--- config.mk ---
export PLATFORM = sky130hd
export DESIGN_NAME = shelf_atlas_packer_core
export DESIGN_NICKNAME = d
export VERILOG_FILES = /design/src/design/sapk_pkg.sv /design/src/design/sapk_regs.sv /design/src/design/sapk_place.sv /design/src/design/shelf_atlas_packer_core.sv
export SDC_FILE = /design/constraint.sdc
export NUM_CORES = 1
export LEC_CHECK = 0
export ABC_AREA = 1
export BUFFER_PORTS_ARGS = -buffer_cell sky130_fd_sc_hd__buf_2
export CAP_MARGIN = 20
export CELL_PAD_IN_SITES_DETAIL_PLACEMENT = 1
export CELL_PAD_IN_SITES_GLOBAL_PLACEMENT = 1
export CORE_MARGIN = 10
export CORE_UTILIZATION = 42
export DETAILED_ROUTE_END_ITERATION = 8
export GPL_ROUTABILITY_DRIVEN = 0
export PLACE_DENSITY = 0.86
export REMOVE_ABC_BUFFERS = 1
export SLEW_MARGIN = 10
export SYNTH_ARGS = -nofsm -noshare
export SYNTH_HDL_FRONTEND = slang
export SYNTH_SLANG_ARGS = --single-unit
export TNS_END_PERCENT = 100
--- constraint.sdc ---
create_clock -name clk -period 9.2 [get_ports clk]
set_clock_uncertainty 0.1 [all_clocks]
set_input_delay 0.92 -clock clk [delete_from_list [all_inputs] [get_ports clk]]
set_output_delay 0.92 -clock clk [all_outputs]
set_load 0.05 [all_outputs]
--- src/design/sapk_pkg.sv ---
// ---------------------------------------------------------------------------
// sapk_pkg
// Shared types, constants and the side-rounding function of the shelf
// atlas packer.
// ---------------------------------------------------------------------------
package sapk_pkg;

  // Page geometry and page counter limit
  localparam int PAGE_SIZE = 256;
  localparam int MAX_PAGES = 256;

  // Coordinate registers hold values up to PAGE_SIZE inclusive
  localparam int COORD_W = $clog2(PAGE_SIZE) + 1;
  // Sums of two coordinates
  localparam int SUM_W   = COORD_W + 1;
  // Page counter holds values up to MAX_PAGES inclusive
  localparam int PCNT_W  = $clog2(MAX_PAGES) + 1;

  // Fixed field widths
  localparam int RAW_W   = 16;
  localparam int DIM_W   = 10;
  localparam int POS_W   = 8;
  localparam int PIDX_W  = 8;
  localparam int GUT_W   = 4;
  localparam int MAXD_W  = 8;

  // Configuration port
  localparam int APB_AW  = 3;
  localparam int APB_DW  = 32;

  // Register indexes
  typedef enum logic {
    REG_GUTTER   = 1'b0,
    REG_MAX_DIM  = 1'b1
  } reg_idx_t;

  localparam logic [GUT_W-1:0]  GUTTER_RST  = GUT_W'(2);
  localparam logic [MAXD_W-1:0] MAX_DIM_RST = MAXD_W'(128);

  typedef struct packed {
    logic [GUT_W-1:0]  gutter;
    logic [MAXD_W-1:0] max_member_dim;
  } cfg_t;

  typedef struct packed {
    logic [RAW_W-1:0] raw_width;
    logic [RAW_W-1:0] raw_height;
    logic             new_group;
  } item_t;

  typedef struct packed {
    logic              fits;
    logic [PIDX_W-1:0] page_index;
    logic [POS_W-1:0]  pos_x;
    logic [POS_W-1:0]  pos_y;
    logic [DIM_W-1:0]  baked_width;
    logic [DIM_W-1:0]  baked_height;
    logic              opened_page;
  } result_t;

  // Round a raw side to the nearest of 8..512 in powers of two; a tie
  // goes to the smaller value, so each midpoint belongs to the lower step.
  function automatic logic [DIM_W-1:0] bake_side(input logic [RAW_W-1:0] v);
    logic [DIM_W-1:0] r;
    if (v <= RAW_W'(12))       r = DIM_W'(8);
    else if (v <= RAW_W'(24))  r = DIM_W'(16);
    else if (v <= RAW_W'(48))  r = DIM_W'(32);
    else if (v <= RAW_W'(96))  r = DIM_W'(64);
    else if (v <= RAW_W'(192)) r = DIM_W'(128);
    else if (v <= RAW_W'(384)) r = DIM_W'(256);
    else                       r = DIM_W'(512);
    return r;
  endfunction

endpackage

--- src/design/sapk_regs.sv ---
// ---------------------------------------------------------------------------
// sapk_regs
// Configuration register file on an APB-style port: gutter and largest
// member side.
// ---------------------------------------------------------------------------
module sapk_regs import sapk_pkg::*; (
  input  logic              clk,
  input  logic              rst,
  input  logic              psel,
  input  logic              penable,
  input  logic              pwrite,
  input  logic [APB_AW-1:0] paddr,
  input  logic [APB_DW-1:0] pwdata,
  output logic [APB_DW-1:0] prdata,
  output logic              pready,
  output cfg_t              cfg
);

  reg_idx_t idx;
  logic     wr_en;

  assign idx    = reg_idx_t'(paddr[2]);
  assign wr_en  = psel & penable & pwrite & pready;
  assign pready = 1'b1;

  // Write the addressed register, masked to its width
  always_ff @(posedge clk) begin
    if (rst) begin
      cfg.gutter         <= GUTTER_RST;
      cfg.max_member_dim <= MAX_DIM_RST;
    end else if (wr_en) begin
      case (idx)
        REG_GUTTER:  cfg.gutter         <= pwdata[GUT_W-1:0];
        REG_MAX_DIM: cfg.max_member_dim <= pwdata[MAXD_W-1:0];
        default: ;
      endcase
    end
  end

  // Read back the addressed register
  always_comb begin
    case (idx)
      REG_GUTTER:  prdata = APB_DW'(cfg.gutter);
      REG_MAX_DIM: prdata = APB_DW'(cfg.max_member_dim);
      default:     prdata = '0;
    endcase
  end

endmodule

--- src/design/sapk_place.sv ---
// ---------------------------------------------------------------------------
// sapk_place
// Shelf placement unit: holds the packing state and computes one placement
// per cycle from the staged request; the packing state advances only on commit.
// ---------------------------------------------------------------------------
module sapk_place import sapk_pkg::*; (
  input  logic    clk,
  input  logic    rst,
  input  cfg_t    cfg,
  input  item_t   item,
  input  logic    commit,
  output result_t res
);

  localparam logic [SUM_W-1:0]  PAGE_LIM = SUM_W'(PAGE_SIZE);
  localparam logic [PCNT_W-1:0] PCNT_MAX = PCNT_W'(MAX_PAGES);

  logic [COORD_W-1:0] cursor_x, shelf_top, shelf_height;
  logic [PCNT_W-1:0]  page_count;
  logic               page_open;

  logic [COORD_W-1:0] cursor_x_next, shelf_top_next, shelf_height_next;
  logic [PCNT_W-1:0]  page_count_next;

  logic [DIM_W-1:0]   bw, bh;
  logic [SUM_W-1:0]   cw, ch, g2;
  logic               reject, grp_open, row_wrap, v_over, opened;
  logic [COORD_W-1:0] cx0, st0, sh0, cx1, st1, sh1, cx2, st2, sh2;
  logic [SUM_W-1:0]   st_wrap;
  logic [PCNT_W-1:0]  pc_open;
  logic [PCNT_W-1:0]  pidx_full;

  always_comb begin
    // Bake sides and size the cell with its gutter
    bw     = bake_side(item.raw_width);
    bh     = bake_side(item.raw_height);
    g2     = SUM_W'({cfg.gutter, 1'b0});
    cw     = SUM_W'(bw) + g2;
    ch     = SUM_W'(bh) + g2;
    reject = (bw > DIM_W'(cfg.max_member_dim)) || (bh > DIM_W'(cfg.max_member_dim)) ||
             (cw > PAGE_LIM) || (ch > PAGE_LIM);

    // Fresh page on a group change or before the first page
    grp_open = ~page_open | item.new_group;
    cx0 = grp_open ? '0 : cursor_x;
    st0 = grp_open ? '0 : shelf_top;
    sh0 = grp_open ? '0 : shelf_height;

    // Open a new shelf when the row is full
    row_wrap = (SUM_W'(cx0) + cw) > PAGE_LIM;
    st_wrap  = SUM_W'(st0) + SUM_W'(sh0);
    cx1 = row_wrap ? '0 : cx0;
    st1 = row_wrap ? st_wrap[COORD_W-1:0] : st0;
    sh1 = row_wrap ? '0 : sh0;

    // Fresh page on vertical overflow
    v_over = (SUM_W'(st1) + ch) > PAGE_LIM;
    cx2 = v_over ? '0 : cx1;
    st2 = v_over ? '0 : st1;
    sh2 = v_over ? '0 : sh1;
    opened = grp_open | v_over;

    // Advance the page counter, saturating at the limit
    if (!page_open)                pc_open = PCNT_W'(1);
    else if (page_count < PCNT_MAX) pc_open = page_count + PCNT_W'(1);
    else                           pc_open = page_count;

    page_count_next   = opened ? pc_open : page_count;
    cursor_x_next     = cx2 + cw[COORD_W-1:0];
    shelf_top_next    = st2;
    shelf_height_next = (ch > SUM_W'(sh2)) ? ch[COORD_W-1:0] : sh2;
    pidx_full         = page_count_next - PCNT_W'(1);

    // Build the result; a rejected request reports all zeros
    res = '0;
    if (!reject) begin
      res.fits         = 1'b1;
      res.page_index   = pidx_full[PIDX_W-1:0];
      res.pos_x        = POS_W'(cx2 + COORD_W'(cfg.gutter));
      res.pos_y        = POS_W'(st2 + COORD_W'(cfg.gutter));
      res.baked_width  = bw;
      res.baked_height = bh;
      res.opened_page  = opened;
    end
  end

  // Update packing state on each placed request; rejects leave it alone
  always_ff @(posedge clk) begin
    if (rst) begin
      cursor_x     <= '0;
      shelf_top    <= '0;
      shelf_height <= '0;
      page_count   <= '0;
      page_open    <= 1'b0;
    end else if (commit && !reject) begin
      cursor_x     <= cursor_x_next;
      shelf_top    <= shelf_top_next;
      shelf_height <= shelf_height_next;
      page_count   <= page_count_next;
      page_open    <= 1'b1;
    end
  end

  // The current shelf never reaches past the bottom of the page
  a_shelf_in_page: assert property (@(posedge clk) disable iff (rst)
    (SUM_W'(shelf_top) + SUM_W'(shelf_height)) <= PAGE_LIM)
    else $error("shelf extends past page bottom");

  // The row cursor stays within the page width
  a_cursor_in_page: assert property (@(posedge clk) disable iff (rst)
    SUM_W'(cursor_x) <= PAGE_LIM)
    else $error("cursor beyond page width");

  // Page count is zero exactly while no page is open, and saturates
  a_page_count: assert property (@(posedge clk) disable iff (rst)
    (page_open == (page_count != '0)) && (page_count <= PCNT_MAX))
    else $error("page counter inconsistent");

  // A placement into an untouched page starts at the gutter corner
  a_fresh_corner: assert property (@(posedge clk) disable iff (rst)
    (commit && res.fits && res.opened_page) |->
      (res.pos_x == POS_W'(cfg.gutter)) && (res.pos_y == POS_W'(cfg.gutter)))
    else $error("fresh page placement not at corner");

endmodule

--- src/design/shelf_atlas_packer_core.sv ---
// ---------------------------------------------------------------------------
// shelf_atlas_packer_core
// Next-fit shelf texture atlas placer: rounds each texture's sides to a
// power of two and places it on a square page with a gutter.
//
//   channel  direction  handshake           payload
//   in       request    in_valid/in_stall   raw_width, raw_height, new_group
//   out      result     out_valid/out_stall fits, page_index, pos_x, pos_y,
//                                           baked_width, baked_height,
//                                           opened_page
//   cfg      APB write  psel/penable/pready gutter (0x0), max_member_dim (0x4)
//
// One request per cycle while out_stall is low; each accepted request is held in
// the input register and its result is presented from the result register.
// The placement is a single pass between the input register and the result
// register, against the packing state held in the placement unit.
// A stalled result holds the result register; the input register still takes
// a request while it is empty, then stalls until the result register drains.
// Synchronous reset clears the packing state and restores the register
// defaults (gutter 2, max_member_dim 128).
// ---------------------------------------------------------------------------
module shelf_atlas_packer_core import sapk_pkg::*; (
  input  logic                clk,
  input  logic                rst,
  // request channel
  input  logic                in_valid,
  output logic                in_stall,
  input  logic [RAW_W-1:0]    raw_width,
  input  logic [RAW_W-1:0]    raw_height,
  input  logic                new_group,
  // result channel
  output logic                out_valid,
  input  logic                out_stall,
  output logic                fits,
  output logic [PIDX_W-1:0]   page_index,
  output logic [POS_W-1:0]    pos_x,
  output logic [POS_W-1:0]    pos_y,
  output logic [DIM_W-1:0]    baked_width,
  output logic [DIM_W-1:0]    baked_height,
  output logic                opened_page,
  // configuration port
  input  logic                psel,
  input  logic                penable,
  input  logic                pwrite,
  input  logic [APB_AW-1:0]   paddr,
  input  logic [APB_DW-1:0]   pwdata,
  output logic [APB_DW-1:0]   prdata,
  output logic                pready
);

  cfg_t    cfg;
  item_t   stage;
  logic    stage_valid;
  logic    advance;
  result_t res;
  result_t out_reg;

  sapk_regs u_regs (
    .clk     (clk),
    .rst     (rst),
    .psel    (psel),
    .penable (penable),
    .pwrite  (pwrite),
    .paddr   (paddr),
    .pwdata  (pwdata),
    .prdata  (prdata),
    .pready  (pready),
    .cfg     (cfg)
  );

  // Move the staged request on when the result register is free or draining
  assign advance  = ~out_valid | ~out_stall;
  assign in_stall = stage_valid & ~advance;

  // Input register
  always_ff @(posedge clk) begin
    if (rst) begin
      stage_valid <= 1'b0;
    end else if (!in_stall) begin
      stage_valid <= in_valid;
    end
  end

  always_ff @(posedge clk) begin
    if (!in_stall && in_valid) begin
      stage.raw_width  <= raw_width;
      stage.raw_height <= raw_height;
      stage.new_group  <= new_group;
    end
  end

  sapk_place u_place (
    .clk    (clk),
    .rst    (rst),
    .cfg    (cfg),
    .item   (stage),
    .commit (stage_valid & advance),
    .res    (res)
  );

  // Result register
  always_ff @(posedge clk) begin
    if (rst) begin
      out_valid <= 1'b0;
    end else if (advance) begin
      out_valid <= stage_valid;
    end
  end

  always_ff @(posedge clk) begin
    if (advance && stage_valid) begin
      out_reg <= res;
    end
  end

  assign fits         = out_reg.fits;
  assign page_index   = out_reg.page_index;
  assign pos_x        = out_reg.pos_x;
  assign pos_y        = out_reg.pos_y;
  assign baked_width  = out_reg.baked_width;
  assign baked_height = out_reg.baked_height;
  assign opened_page  = out_reg.opened_page;

endmodule

==> metrics.cfg <==
[outcome]
status=finished, final reports clean

[placement]
post-place-ws_ps=610
numPortBuffers=98
placed_cell_area_um2=9010
dp_hpwl_um=18300
dp_cells=1371

[worst_setup_path]
regToRegSetupSlack_ps=720
r2r_cells=47
cpMostUsedCell=nand2_1
r2r-end=u_place.cursor_x[8]
slowest_delay_ps=420
end_kind=flip-flop
endpoint=u_place.cursor_x[8]
cp-start-kind=flip-flop
critical_path_buf_inv_count=4
crit_type=flip-flop to flip-flop
cp_data_arrival_time_ps=8700
critPathLaunch=stage[27]
required_ps=9420
critPathSlowestCell=fa_1
cp_top_family=simple AND/OR/NAND/NOR gates
r2r_start=stage[27]
path_depth=47
cp_max_fo=14

[routing]
first_pass_iters=5
viasPerCell=5.21
dr.first_iter.drc_count=333
vias=7320
wl_per_cell_um=17.6
drt_wl_total_um=24800
antenna_left=0
drc=0

[clock_tree]
post_cts_buffers=0
ctsLongestPathBuffers=2
root_buffer=clkbuf_16
clkTransAtPathRegs_ps=60
htree_levels=4
cts_buffers=17
cts.sinks=124
cts_tree=done
clk_latency_ps=440

[finish]
drive_gt1_share_pct=17.6
final_cell_mix=nand2_1, inv_1, nor2_1
num_antenna_cells=0
layout_commonest_cell=nand2_1
fin_area_um2=9670
nets=1273
instances_no_fill=1405
area_growth_pct=15.4

[power]
power_density_nw_per_um2=147
leakagePower_nw=4.31
vdd_ir_drop_max_mv=0.131

[global_route]
grt_max_degree=42
grt_usage_pct=19.0
grt_first_pass_wirelength_um=40400
antenna_found_initial=0
grt_pass1_vias=8045
grt_remaining_overflow=0

[job]
drv_cap=0

[floorplanning]
die_area_um2=26000
dieHeight_um=161
ios=156
row_count=51
start_util_pct=42.9
dieWidth_um=161
fp.coreArea_um2=19500

[synthesis]
seq_area_frac_synth_pct=38.4
yosys_warnings=0
synthFlopType=edfxtp_1
ys_types=56
synth_edf_count=73
avgSynthCellArea_um2=8.17
synth_area_um2=8380
syn_inst=1026
ys_seq_elements=124
ys_async_sr_fraction_pct=0

[sta]
worst_slack_ps=724
worst_pin_slew_ps=1100
relSlewSlack_pct=26.9
fmax_mhz=118
grt_setup_unrepaired=no
post-route-period-util_pct=92.1
whs_ps=362
finalSetupViolCount=0
finalHoldViolCount=0
final.setup.tns_ps=0
slew_viol_final=0
min_period_ps=8480

[worst_hold_path]
min_path_type=flip-flop to flip-flop

-- through the flow --
stage	total power [mW]	util, %
after floorplan	0.709	-
after global placement	0.740	46.1
after detailed placement	0.746	46.1
after CTS	1.43	49.2
after global routing	1.47	49.5
final	1.42	49.5
-- worst register-to-register path: cells and delay by family (launching register included) --
| kind | cells | cell delay [ps] |
|---|---|---|
| xor+xnor | 4 | 760 |
| fa+ha+maj | 5 | 1700 |
| simple gates | 27 | 3640 |
| flops | 1 | 380 |
| compound gates | 7 | 1270 |
| buf+inv | 4 | 500 |
-- area by class of cell --
cell class	count	area [um^2]
Fill cell	2455	9860
Inverter	151	572
Tap cell	265	332
Clock buffer	17	425
Sequential cell	124	3210
Multi-Input combinational cell	729	4380
Clock inverter	15	169
Timing Repair Buffer	104	576
-- routing by layer --
metal  share of wire [%]  up-vias  track usage [%]
met5                   0        -                0
met4                 2.9        0             7.44
met3                 6.3       46             5.16
met2                  49      203             33.1
met1                  42     3527             21.8
li1                    -     3544                -
-- Yosys cell counts (all sizes together), types with 3 or more instances --
cell | count | share of area (%)
xnor2 | 13 | 1.4
a21oi | 89 | 5.4
o211ai | 5 | 0.51
fa | 8 | 1.9
ha | 63 | 9.4
clkinv | 3 | 0.19
nor3 | 20 | 1.2
nand2 | 192 | 10
nor2 | 117 | 5.8
dfxtp | 51 | 12
buf | 40 | 3.6
o21ai | 64 | 4.0
a211oi | 6 | 0.60
inv | 148 | 6.6
nand4 | 17 | 1.3
xor2 | 15 | 1.8
clkbuf | 15 | 0.67
edfxtp | 73 | 26
a31oi | 5 | 0.37
nand3 | 48 | 3.4
nor3b | 5 | 0.45
nor4 | 3 | 0.40
nand3b | 5 | 0.45
-- cells by family after synthesis --
| family | count (synthesis) | synth area share, % |
|---|---|---|
| and+or+nand+nor | 412 | 23.6 |
| buffers and inverters | 206 | 11.1 |
| AOI/OAI and AO/OA | 183 | 12.4 |
| DFF | 124 | 38.4 |
| adders and majority gates | 71 | 11.3 |
| xor gates and xnor gates | 28 | 3.15 |
| other | 2 | 0.0896 |
-- report_power, final --
group / switching [mW] / total [mW] / internal (mW)
clock network: 0.298 / 0.684 / 0.387
registers: 0.0117 / 0.617 / 0.605
logic: 0.0943 / 0.120 / 0.0255
-- state kept, by name, indices dropped and copies added (netlist names), 8 cells and up --
name / count
stage: 33
u_place.page_count: 9
page_index: 8
u_place.shelf_height: 9
pos_x: 8
u_regs.cfg: 12
u_place.cursor_x: 9
u_place.shelf_top: 9
pos_y: 8
-- how the worst min path moves through the flow --
stage / from / end / cells past startpoint
global placement: u_place.cursor_x[4] / u_place.cursor_x[4] / 2
global route: u_place.cursor_x[5] / u_place.cursor_x[5] / 2
finish: u_place.cursor_x[5] / u_place.cursor_x[5] / 2
floorplan: u_place.cursor_x[2] / u_place.cursor_x[2] / 2
detailed placement: u_place.cursor_x[5] / u_place.cursor_x[5] / 2
CTS: u_place.cursor_x[5] / u_place.cursor_x[5] / 2
-- timing repair --
action	4_1_cts	5_1_grt
hold buffers	0	0
gates resized for setup	0	2
endpoints found under the setup margin	0	1
endpoints found under the hold margin	0	0
No activity file was read; power rests on OpenSTA's default activity.
